===== src/sv/hsvrgb_pkg.sv =====
// Shared types and constants for the HSV to RGB pixel unit.
package hsvrgb_pkg;

   // Fixed field widths of the pixel ports.
   localparam int HUE_IN_WIDTH  = 16;
   localparam int UNIT_IN_WIDTH = 12;
   localparam int CHAN_WIDTH    = 8;

   // Largest channel code.
   localparam logic [CHAN_WIDTH-1:0] CHAN_MAX = 8'hFF;

   // 60-degree sector of the hue circle, named by its start and end color.
   typedef enum logic [2:0] {
      SECTOR_RED_YEL = 3'd0,
      SECTOR_YEL_GRN = 3'd1,
      SECTOR_GRN_CYN = 3'd2,
      SECTOR_CYN_BLU = 3'd3,
      SECTOR_BLU_MAG = 3'd4,
      SECTOR_MAG_RED = 3'd5
   } sector_type;

endpackage


===== src/sv/hsvrgb_prep.sv =====
// First pipeline stage: clamp saturation and value, split hue into sector and weight.
module hsvrgb_prep #(
   parameter int HUE_BITS       = 16,
   parameter int UNIT_FRAC_BITS = 8
) (
   input  logic                                          clock,
   input  logic                                          reset,
   input  logic                                          in_valid,
   output logic                                          in_ready,
   input  logic [hsvrgb_pkg::HUE_IN_WIDTH-1:0]           hue_turn,
   input  logic signed [hsvrgb_pkg::UNIT_IN_WIDTH-1:0]   saturation,
   input  logic signed [hsvrgb_pkg::UNIT_IN_WIDTH-1:0]   brightness,
   output logic                                          out_valid,
   input  logic                                          out_ready,
   output logic [UNIT_FRAC_BITS:0]                       out_sat,
   output logic [UNIT_FRAC_BITS:0]                       out_val,
   output logic [HUE_BITS:0]                             out_weight,
   output hsvrgb_pkg::sector_type                        out_sector
);

   localparam int VW = UNIT_FRAC_BITS + 1;
   localparam int HW = (HUE_BITS < hsvrgb_pkg::HUE_IN_WIDTH) ?
                       HUE_BITS : hsvrgb_pkg::HUE_IN_WIDTH;
   localparam logic [31:0]       ONE_WIDE = 32'd1 << UNIT_FRAC_BITS;
   localparam logic [VW-1:0]     ONE      = VW'(1) << UNIT_FRAC_BITS;
   localparam logic [HUE_BITS:0] TURN     = (HUE_BITS+1)'(1) << HUE_BITS;

   function automatic logic [VW-1:0] clamp_unit(
      input logic [hsvrgb_pkg::UNIT_IN_WIDTH-1:0] raw
   );
      logic [VW-1:0] res;
      if (raw[hsvrgb_pkg::UNIT_IN_WIDTH-1]) begin
         res = '0;
      end else if (32'(raw) > ONE_WIDE) begin
         res = ONE;
      end else begin
         res = VW'(raw);
      end
      return res;
   endfunction

   logic [HUE_BITS-1:0]    hue;
   logic [HUE_BITS+2:0]    scaled;
   logic [HUE_BITS:0]      weight_in;
   hsvrgb_pkg::sector_type sector_in;
   logic                   valid_ff;
   logic                   advance;
   logic [VW-1:0]          sat_ff;
   logic [VW-1:0]          val_ff;
   logic [HUE_BITS:0]      weight_ff;
   hsvrgb_pkg::sector_type sector_ff;

   // Hue wraps modulo a full turn; six times it gives sector and position.
   assign hue    = HUE_BITS'(hue_turn[HW-1:0]);
   assign scaled = (HUE_BITS+3)'({hue, 2'b00}) + (HUE_BITS+3)'({hue, 1'b0});
   assign sector_in = hsvrgb_pkg::sector_type'(scaled[HUE_BITS+2:HUE_BITS]);

   // Weight of the secondary channel: T - |pos - T|.
   always_comb begin
      if (scaled[HUE_BITS]) begin
         weight_in = TURN - {1'b0, scaled[HUE_BITS-1:0]};
      end else begin
         weight_in = {1'b0, scaled[HUE_BITS-1:0]};
      end
   end

   assign advance  = !valid_ff || out_ready;
   assign in_ready = advance;

   always_ff @(posedge clock) begin
      if (reset) begin
         valid_ff <= 1'b0;
      end else if (advance) begin
         valid_ff <= in_valid;
      end
   end

   always_ff @(posedge clock) begin
      if (advance && in_valid) begin
         sat_ff    <= clamp_unit(saturation);
         val_ff    <= clamp_unit(brightness);
         weight_ff <= weight_in;
         sector_ff <= sector_in;
      end
   end

   assign out_valid  = valid_ff;
   assign out_sat    = sat_ff;
   assign out_val    = val_ff;
   assign out_weight = weight_ff;
   assign out_sector = sector_ff;

endmodule


===== src/sv/hsvrgb_chroma.sv =====
// Chroma stages: c = v*s, then secondary term c*weight and offset m = v - c.
module hsvrgb_chroma #(
   parameter int HUE_BITS       = 16,
   parameter int UNIT_FRAC_BITS = 8
) (
   input  logic                                   clock,
   input  logic                                   reset,
   input  logic                                   in_valid,
   output logic                                   in_ready,
   input  logic [UNIT_FRAC_BITS:0]                in_sat,
   input  logic [UNIT_FRAC_BITS:0]                in_val,
   input  logic [HUE_BITS:0]                      in_weight,
   input  hsvrgb_pkg::sector_type                 in_sector,
   output logic                                   out_valid,
   input  logic                                   out_ready,
   output logic [2*UNIT_FRAC_BITS:0]              out_chroma,
   output logic [2*UNIT_FRAC_BITS:0]              out_offset,
   output logic [2*UNIT_FRAC_BITS+HUE_BITS:0]     out_second,
   output hsvrgb_pkg::sector_type                 out_sector
);

   localparam int VW = UNIT_FRAC_BITS + 1;
   localparam int CW = 2 * UNIT_FRAC_BITS + 1;
   localparam int NW = 2 * UNIT_FRAC_BITS + HUE_BITS + 1;

   logic [2*VW-1:0]          chroma_prod;
   logic [CW+HUE_BITS:0]     second_prod;
   logic [CW-1:0]            val_scaled;

   logic                     mul_valid_ff;
   logic                     mul_advance;
   logic [CW-1:0]            mul_chroma_ff;
   logic [VW-1:0]            mul_val_ff;
   logic [HUE_BITS:0]        mul_weight_ff;
   hsvrgb_pkg::sector_type   mul_sector_ff;

   logic                     sec_valid_ff;
   logic                     sec_advance;
   logic [CW-1:0]            sec_chroma_ff;
   logic [CW-1:0]            sec_offset_ff;
   logic [NW-1:0]            sec_second_ff;
   hsvrgb_pkg::sector_type   sec_sector_ff;

   // Chroma product; at most U*U, so it fits CW bits.
   assign chroma_prod = in_sat * in_val;

   assign sec_advance = !sec_valid_ff || out_ready;
   assign mul_advance = !mul_valid_ff || sec_advance;
   assign in_ready    = mul_advance;

   always_ff @(posedge clock) begin
      if (reset) begin
         mul_valid_ff <= 1'b0;
         sec_valid_ff <= 1'b0;
      end else begin
         if (mul_advance) begin
            mul_valid_ff <= in_valid;
         end
         if (sec_advance) begin
            sec_valid_ff <= mul_valid_ff;
         end
      end
   end

   always_ff @(posedge clock) begin
      if (mul_advance && in_valid) begin
         mul_chroma_ff <= chroma_prod[CW-1:0];
         mul_val_ff    <= in_val;
         mul_weight_ff <= in_weight;
         mul_sector_ff <= in_sector;
      end
   end

   // Secondary term c*(T-d) stays within U*U*T.
   assign second_prod = mul_chroma_ff * mul_weight_ff;
   assign val_scaled  = {mul_val_ff, {UNIT_FRAC_BITS{1'b0}}};

   always_ff @(posedge clock) begin
      if (sec_advance && mul_valid_ff) begin
         sec_chroma_ff <= mul_chroma_ff;
         sec_offset_ff <= val_scaled - mul_chroma_ff;
         sec_second_ff <= second_prod[NW-1:0];
         sec_sector_ff <= mul_sector_ff;
      end
   end

   assign out_valid  = sec_valid_ff;
   assign out_chroma = sec_chroma_ff;
   assign out_offset = sec_offset_ff;
   assign out_second = sec_second_ff;
   assign out_sector = sec_sector_ff;

endmodule


===== src/sv/hsvrgb_mix.sv =====
// Mix stages: route terms to channels by sector, then scale each to a byte.
module hsvrgb_mix #(
   parameter int HUE_BITS       = 16,
   parameter int UNIT_FRAC_BITS = 8
) (
   input  logic                                     clock,
   input  logic                                     reset,
   input  logic                                     in_valid,
   output logic                                     in_ready,
   input  logic [2*UNIT_FRAC_BITS:0]                in_chroma,
   input  logic [2*UNIT_FRAC_BITS:0]                in_offset,
   input  logic [2*UNIT_FRAC_BITS+HUE_BITS:0]       in_second,
   input  hsvrgb_pkg::sector_type                   in_sector,
   output logic                                     out_valid,
   input  logic                                     out_ready,
   output logic [hsvrgb_pkg::CHAN_WIDTH-1:0]        out_red,
   output logic [hsvrgb_pkg::CHAN_WIDTH-1:0]        out_green,
   output logic [hsvrgb_pkg::CHAN_WIDTH-1:0]        out_blue
);

   localparam int CHW = hsvrgb_pkg::CHAN_WIDTH;
   localparam int SH  = 2 * UNIT_FRAC_BITS + HUE_BITS;
   localparam int NW  = SH + 1;
   localparam int PW  = NW + CHW;

   function automatic logic [CHW-1:0] to_byte(input logic [NW-1:0] sum);
      logic [PW-1:0] prod;
      logic [CHW:0]  quot;
      logic [CHW-1:0] res;
      // sum*255 as a shift and subtract, then drop the full-scale bits
      prod = {sum, {CHW{1'b0}}} - PW'(sum);
      quot = prod[SH+CHW:SH];
      if (quot[CHW]) begin
         res = hsvrgb_pkg::CHAN_MAX;
      end else begin
         res = quot[CHW-1:0];
      end
      return res;
   endfunction

   logic [NW-1:0] primary;
   logic [NW-1:0] offset;
   logic [NW-1:0] red_sel;
   logic [NW-1:0] green_sel;
   logic [NW-1:0] blue_sel;

   logic          sum_valid_ff;
   logic          sum_advance;
   logic [NW-1:0] red_sum_ff;
   logic [NW-1:0] green_sum_ff;
   logic [NW-1:0] blue_sum_ff;

   logic           out_valid_ff;
   logic           out_advance;
   logic [CHW-1:0] red_ff;
   logic [CHW-1:0] green_ff;
   logic [CHW-1:0] blue_ff;

   assign primary = {in_chroma, {HUE_BITS{1'b0}}};
   assign offset  = {in_offset, {HUE_BITS{1'b0}}};

   always_comb begin
      red_sel   = '0;
      green_sel = '0;
      blue_sel  = '0;
      case (in_sector)
         hsvrgb_pkg::SECTOR_RED_YEL: begin
            red_sel   = primary;
            green_sel = in_second;
         end
         hsvrgb_pkg::SECTOR_YEL_GRN: begin
            red_sel   = in_second;
            green_sel = primary;
         end
         hsvrgb_pkg::SECTOR_GRN_CYN: begin
            green_sel = primary;
            blue_sel  = in_second;
         end
         hsvrgb_pkg::SECTOR_CYN_BLU: begin
            green_sel = in_second;
            blue_sel  = primary;
         end
         hsvrgb_pkg::SECTOR_BLU_MAG: begin
            red_sel  = in_second;
            blue_sel = primary;
         end
         default: begin
            red_sel  = primary;
            blue_sel = in_second;
         end
      endcase
   end

   assign out_advance = !out_valid_ff || out_ready;
   assign sum_advance = !sum_valid_ff || out_advance;
   assign in_ready    = sum_advance;

   always_ff @(posedge clock) begin
      if (reset) begin
         sum_valid_ff <= 1'b0;
         out_valid_ff <= 1'b0;
      end else begin
         if (sum_advance) begin
            sum_valid_ff <= in_valid;
         end
         if (out_advance) begin
            out_valid_ff <= sum_valid_ff;
         end
      end
   end

   // Channel plus offset never exceeds full scale, so NW bits hold the sum.
   always_ff @(posedge clock) begin
      if (sum_advance && in_valid) begin
         red_sum_ff   <= red_sel + offset;
         green_sum_ff <= green_sel + offset;
         blue_sum_ff  <= blue_sel + offset;
      end
   end

   always_ff @(posedge clock) begin
      if (out_advance && sum_valid_ff) begin
         red_ff   <= to_byte(red_sum_ff);
         green_ff <= to_byte(green_sum_ff);
         blue_ff  <= to_byte(blue_sum_ff);
      end
   end

   assign out_valid = out_valid_ff;
   assign out_red   = red_ff;
   assign out_green = green_ff;
   assign out_blue  = blue_ff;

endmodule


===== src/sv/hsv_to_rgb_pixel_unit.sv =====
// Top level of the HSV to RGB pixel unit: five-stage conversion pipeline.
//
//   channel   ports   beat contents                          direction
//   -------   -----   ------------------------------------   ---------
//   request   req_    hue_turn, saturation, brightness       in
//   response  rsp_    red, green, blue                       out
//
// While rsp_ready holds, one beat enters per clock, set by the two-multiplier
// chroma path split over its own stages. Each stage holds a valid bit and
// advances when empty or when the next stage advances, so bubbles collapse and
// a stalled response holds only the full stages behind it. Reset (synchronous,
// active high) clears the valid bits; data registers are not reset. No state
// is kept between pixels.
module hsv_to_rgb_pixel_unit #(
   parameter int HUE_BITS       = 16,
   parameter int UNIT_FRAC_BITS = 8
) (
   input  logic                                        clock,
   input  logic                                        reset,
   input  logic                                        req_valid,
   output logic                                        req_ready,
   input  logic [hsvrgb_pkg::HUE_IN_WIDTH-1:0]         req_hue_turn,
   input  logic signed [hsvrgb_pkg::UNIT_IN_WIDTH-1:0] req_saturation,
   input  logic signed [hsvrgb_pkg::UNIT_IN_WIDTH-1:0] req_brightness,
   output logic                                        rsp_valid,
   input  logic                                        rsp_ready,
   output logic [hsvrgb_pkg::CHAN_WIDTH-1:0]           rsp_red,
   output logic [hsvrgb_pkg::CHAN_WIDTH-1:0]           rsp_green,
   output logic [hsvrgb_pkg::CHAN_WIDTH-1:0]           rsp_blue
);

   localparam int VW = UNIT_FRAC_BITS + 1;
   localparam int CW = 2 * UNIT_FRAC_BITS + 1;
   localparam int NW = 2 * UNIT_FRAC_BITS + HUE_BITS + 1;

   // Prep to chroma.
   logic                   prep_valid;
   logic                   prep_ready;
   logic [VW-1:0]          prep_sat;
   logic [VW-1:0]          prep_val;
   logic [HUE_BITS:0]      prep_weight;
   hsvrgb_pkg::sector_type prep_sector;

   // Chroma to mix.
   logic                   chroma_valid;
   logic                   chroma_ready;
   logic [CW-1:0]          chroma_c;
   logic [CW-1:0]          chroma_m;
   logic [NW-1:0]          chroma_x;
   hsvrgb_pkg::sector_type chroma_sector;

   // Stage 1: clamp inputs, locate the hue sector and the secondary weight.
   hsvrgb_prep #(
      .HUE_BITS       (HUE_BITS),
      .UNIT_FRAC_BITS (UNIT_FRAC_BITS)
   ) u_prep (
      .clock      (clock),
      .reset      (reset),
      .in_valid   (req_valid),
      .in_ready   (req_ready),
      .hue_turn   (req_hue_turn),
      .saturation (req_saturation),
      .brightness (req_brightness),
      .out_valid  (prep_valid),
      .out_ready  (prep_ready),
      .out_sat    (prep_sat),
      .out_val    (prep_val),
      .out_weight (prep_weight),
      .out_sector (prep_sector)
   );

   // Stages 2 and 3: chroma product, then secondary term and offset.
   hsvrgb_chroma #(
      .HUE_BITS       (HUE_BITS),
      .UNIT_FRAC_BITS (UNIT_FRAC_BITS)
   ) u_chroma (
      .clock      (clock),
      .reset      (reset),
      .in_valid   (prep_valid),
      .in_ready   (prep_ready),
      .in_sat     (prep_sat),
      .in_val     (prep_val),
      .in_weight  (prep_weight),
      .in_sector  (prep_sector),
      .out_valid  (chroma_valid),
      .out_ready  (chroma_ready),
      .out_chroma (chroma_c),
      .out_offset (chroma_m),
      .out_second (chroma_x),
      .out_sector (chroma_sector)
   );

   // Stages 4 and 5: route terms per channel, scale to bytes, hold the beat.
   hsvrgb_mix #(
      .HUE_BITS       (HUE_BITS),
      .UNIT_FRAC_BITS (UNIT_FRAC_BITS)
   ) u_mix (
      .clock     (clock),
      .reset     (reset),
      .in_valid  (chroma_valid),
      .in_ready  (chroma_ready),
      .in_chroma (chroma_c),
      .in_offset (chroma_m),
      .in_second (chroma_x),
      .in_sector (chroma_sector),
      .out_valid (rsp_valid),
      .out_ready (rsp_ready),
      .out_red   (rsp_red),
      .out_green (rsp_green),
      .out_blue  (rsp_blue)
   );

   // Reset drains the pipeline: no response beat right after it.
   a_reset_drains: assert property (@(posedge clock)
      reset |=> !rsp_valid)
      else $error("response valid after reset");

   // Backpressure only starts at the response port: the request side may stall
   // only when every stage is full and the response beat is being held.
   a_stall_origin: assert property (@(posedge clock) disable iff (reset)
      !req_ready |-> (rsp_valid && !rsp_ready))
      else $error("request stalled without a held response");

   // A taken response with a full pipeline never blocks the request side.
   a_flow_through: assert property (@(posedge clock) disable iff (reset)
      rsp_ready |-> req_ready)
      else $error("request stalled while response side is ready");

endmodule


===== config.mk =====
export PLATFORM = sky130hd
export DESIGN_NAME = hsv_to_rgb_pixel_unit
export DESIGN_NICKNAME = d
export VERILOG_FILES = /design/src/sv/hsvrgb_pkg.sv /design/src/sv/hsvrgb_prep.sv /design/src/sv/hsvrgb_chroma.sv /design/src/sv/hsvrgb_mix.sv /design/src/sv/hsv_to_rgb_pixel_unit.sv
export SDC_FILE = /design/constraint.sdc
export NUM_CORES = 1
export LEC_CHECK = 0
export ABC_AREA = 1
export CELL_PAD_IN_SITES_DETAIL_PLACEMENT = 0
export CELL_PAD_IN_SITES_GLOBAL_PLACEMENT = 2
export CORE_MARGIN = 5
export CORE_UTILIZATION = 43
export DETAILED_ROUTE_END_ITERATION = 8
export DONT_BUFFER_PORTS = 1
export PLACE_DENSITY_LB_ADDON = 0.1
export SLEW_MARGIN = 5
export SYNTH_ARGS = -nofsm -noshare
export SYNTH_HDL_FRONTEND = slang
export SYNTH_HIERARCHICAL = 1
export SYNTH_SLANG_ARGS = --single-unit

===== constraint.sdc =====
create_clock -name clock -period 15.8 [get_ports clock]
set_input_delay 2.37 -clock clock [delete_from_list [all_inputs] [get_ports clock]]
set_output_delay 2.37 -clock clock [all_outputs]
set_load 0.05 [all_outputs]

==> reports/qor.txt <==
Worst slew margin: 32.2%
vias: 26,642
Startpoint Class: register
max-cap viol count: 0
first-pass GRT wire length: 150,000 microns
compound-cell area share of the yosys netlist: 5.71%
die height: 287 microns
Rows: 101
number of synthesized flops with an enable pin: 275
warning count from the yosys run: 6
# diodes: 0
cells after synthesis: 4,442
clk buf depth: 3
hold_sp: u_prep/out_weight[4]
1st-pass router iterations: 5
final worst-path cycle share: 38.6%
post-route DRC violation count: 0
simple-gate area share of the yosys netlist: 25.4%
layout cells sized above 1: 4.79%
Clock Skews: 0.0320 ns
via/cell ratio: 4.88
worst reg2reg path startpoint: u_chroma/mul_chroma_ff[6]
clk root buf: clkbuf_16
GRT Residual Overflow: 0
Nets: 5,009
setup TNS: 0 ns
initial antenna violation count: 0
CTS tree: built
Crit. End Element: register
clk sinks: 280
synthesized-area fraction occupied by adder cells: 27.7%
top_reg_cell synth: edfxtp_1
#FFs+latches synth: 280
Routed WL: 94,800 microns
largest family of logic cells by synthesized area: adder cells
status: finished, final reports clean
critical setup path kind: reg2reg
Post-synth ARST share: 0%
Worst Setup SP: u_chroma/mul_chroma_ff[6]
cts bufs inserted: 38
placeable core region: 76,100 sq um
Worst-Skew Late Latency: 0.58 ns
routability cong.: 0.869
commonest non-fill, non-tap cell in the layout: nand2_1
most frequent cells in the layout: nand2_1 (1,284), inv_1 (1,039), nor2_1 (331)
starting density of the core: 43.4%
Die ar.: 82,500 sq um
I/O pins: 70
P&R area growth vs syn: 6.95%
post-synthesis sequential area ratio: 25.3%
xor and xnor fraction of the mapped netlist area: 2.46%
CP required: 16.13 ns
Worst Tran Pin Value: 1.02 ns
multiplexer share of the synthesized area: 0%
Avg WL per Cell: 17.4 microns
final setup fails: 0
Post-DP HPWL: 78,200 microns
postcts setup bufs: 0
Arr. time, crit path: 6.43 ns
Clock Pin Slew Worst Setup and Hold Paths: 0.05 ns
Worst Path Max Fanout: 22
maximum clock rate: 164 MHz
Tmin final: 6.11 ns
syn nets: 5,052
vias in the first global route: 26,948
Fillers: 7,934
Hold Buf Count CTS: 0
synthesized area per cell: 7.44 sq um
pins over their slew limit: 0
storage element area: 8360 sq um
post-cts resize count: 0
initial drt markers: 1,471
gr usage total: 23.1%
Final Hold Fails: 0
Hold Crit Class: reg2reg
Max H-tree Level: 2
post-route ant nets: 0
largest net degree at the start of global routing: 77
synthesized area: 33,100 sq um
IO Port Bufs: 0
Die W: 287 microns
Multi-input gate area: 20,300 sq um
Netlist cell types: 52
RSZ-0062 raised after global routing: false
-- path summary, 6_finish.rpt --
kind                                    end  slack (ns)  cells after the start
setup reg to reg    u_chroma/out_second[32]        9.69                     20
setup / recovery    u_chroma/out_second[32]        9.69                     20
hold / removal    u_chroma/mul_weight_ff[4]        0.42                      0
hold reg to reg   u_chroma/mul_weight_ff[4]        0.42                      0
-- final cells by class --
cell class / instances / share of cell area, %
clock inverter: 27 / 0.825
clock buffer: 43 / 2.74
multi-input combinational: 2990 / 57.4
sequential: 280 / 23.6
timing repair buffer: 18 / 0.382
tap: 1030 / 3.65
inverter: 1071 / 11.4
-- cell usage after synthesis (all sizes together), types with 8 or more instances --
master,instances,share of area [%]
nand3,176,2.8
nand3b,15,0.34
o21ai,65,1.0
a21o,23,0.52
nand2,1314,15
nor2,370,4.7
xor2,58,1.5
and2,8,0.16
edfxtp,275,25
nand4,57,1.1
inv,1070,12
clkbuf,82,0.93
o22ai,51,0.97
xnor2,34,0.92
nor3,52,0.91
buf,19,0.36
o21bai,16,0.36
ha,290,11
fa,276,17
a21oi,151,2.3
-- worst max-delay path, cell delays in order, from the launching register on --
cell      delay [ns]
edfxtp_1        1.00
nand2_1         0.18
fa_1            0.53
inv_1           0.05
fa_1            0.49
inv_1           0.05
fa_1            0.48
inv_1           0.05
fa_1            0.51
fa_1            0.55
inv_1           0.05
fa_1            0.52
inv_1           0.04
ha_1            0.40
nand2_1         0.15
nor2_1          0.24
nand3_1         0.11
nand3_1         0.20
nand2_1         0.10
nand3_1         0.09
nand2_1         0.05
-- sequential cells by signal, indices dropped and copies added (netlist names), 9 cells and up --
| name | count |
|---|---|
| u_chroma/out_chroma | 17 |
| u_chroma/mul_chroma_ff | 17 |
| u_mix/red_sum_ff | 33 |
| u_prep/out_val | 9 |
| u_chroma/out_second | 33 |
| u_mix/blue_sum_ff | 33 |
| u_prep/out_sat | 9 |
| u_mix/green_sum_ff | 33 |
| u_chroma/mul_weight_ff | 17 |
| u_chroma/mul_val_ff | 9 |
| u_prep/out_weight | 16 |
| u_chroma/out_offset | 16 |
-- per-stage QoR --
| step | cell area (sq um) | util (%) | cells | hold WS (ns) | setup slack [ns] |
|---|---|---|---|---|---|
| 2_1_floorplan | 33100 | - | 4442 | 0.400 | 9.34 |
| 5_1_grt | 35300 | 46.5 | 5459 | 0.420 | 9.31 |
| 3_3_place_gp | 34100 | 44.8 | 5389 | 0.403 | 9.78 |
| 3_5_place_dp | 34100 | 44.8 | 5389 | 0.405 | 9.71 |
| 6_report | 35300 | 46.5 | 5459 | 0.416 | 9.69 |
| 4_1_cts | 35300 | 46.5 | 5459 | 0.418 | 9.67 |
-- kinds of logic (layout without fill, tap and decap cells) --
group / after synthesis / in the layout
and+or+nand+nor: 2003 / 2003
buffers and inverters: 1172 / 1159
adders and majority gates: 566 / 566
AOI/OAI and AO/OA: 328 / 328
DFF: 280 / 280
xor gates and xnor gates: 92 / 92
other: 1 / 1
-- metal layers --
metal | up-vias | share of wire, % | global-route usage, %
met1 | 12503 | 44 | 30.0
met5 | - | 0 | 0
li1 | 13525 | - | -
met3 | 131 | 3.6 | 2.53
met4 | 0 | 3.3 | 6.74
met2 | 483 | 49 | 40.7
Power is not shown: default switching activity piles up to over one toggle a cycle in this logic, so the estimate is an artifact.
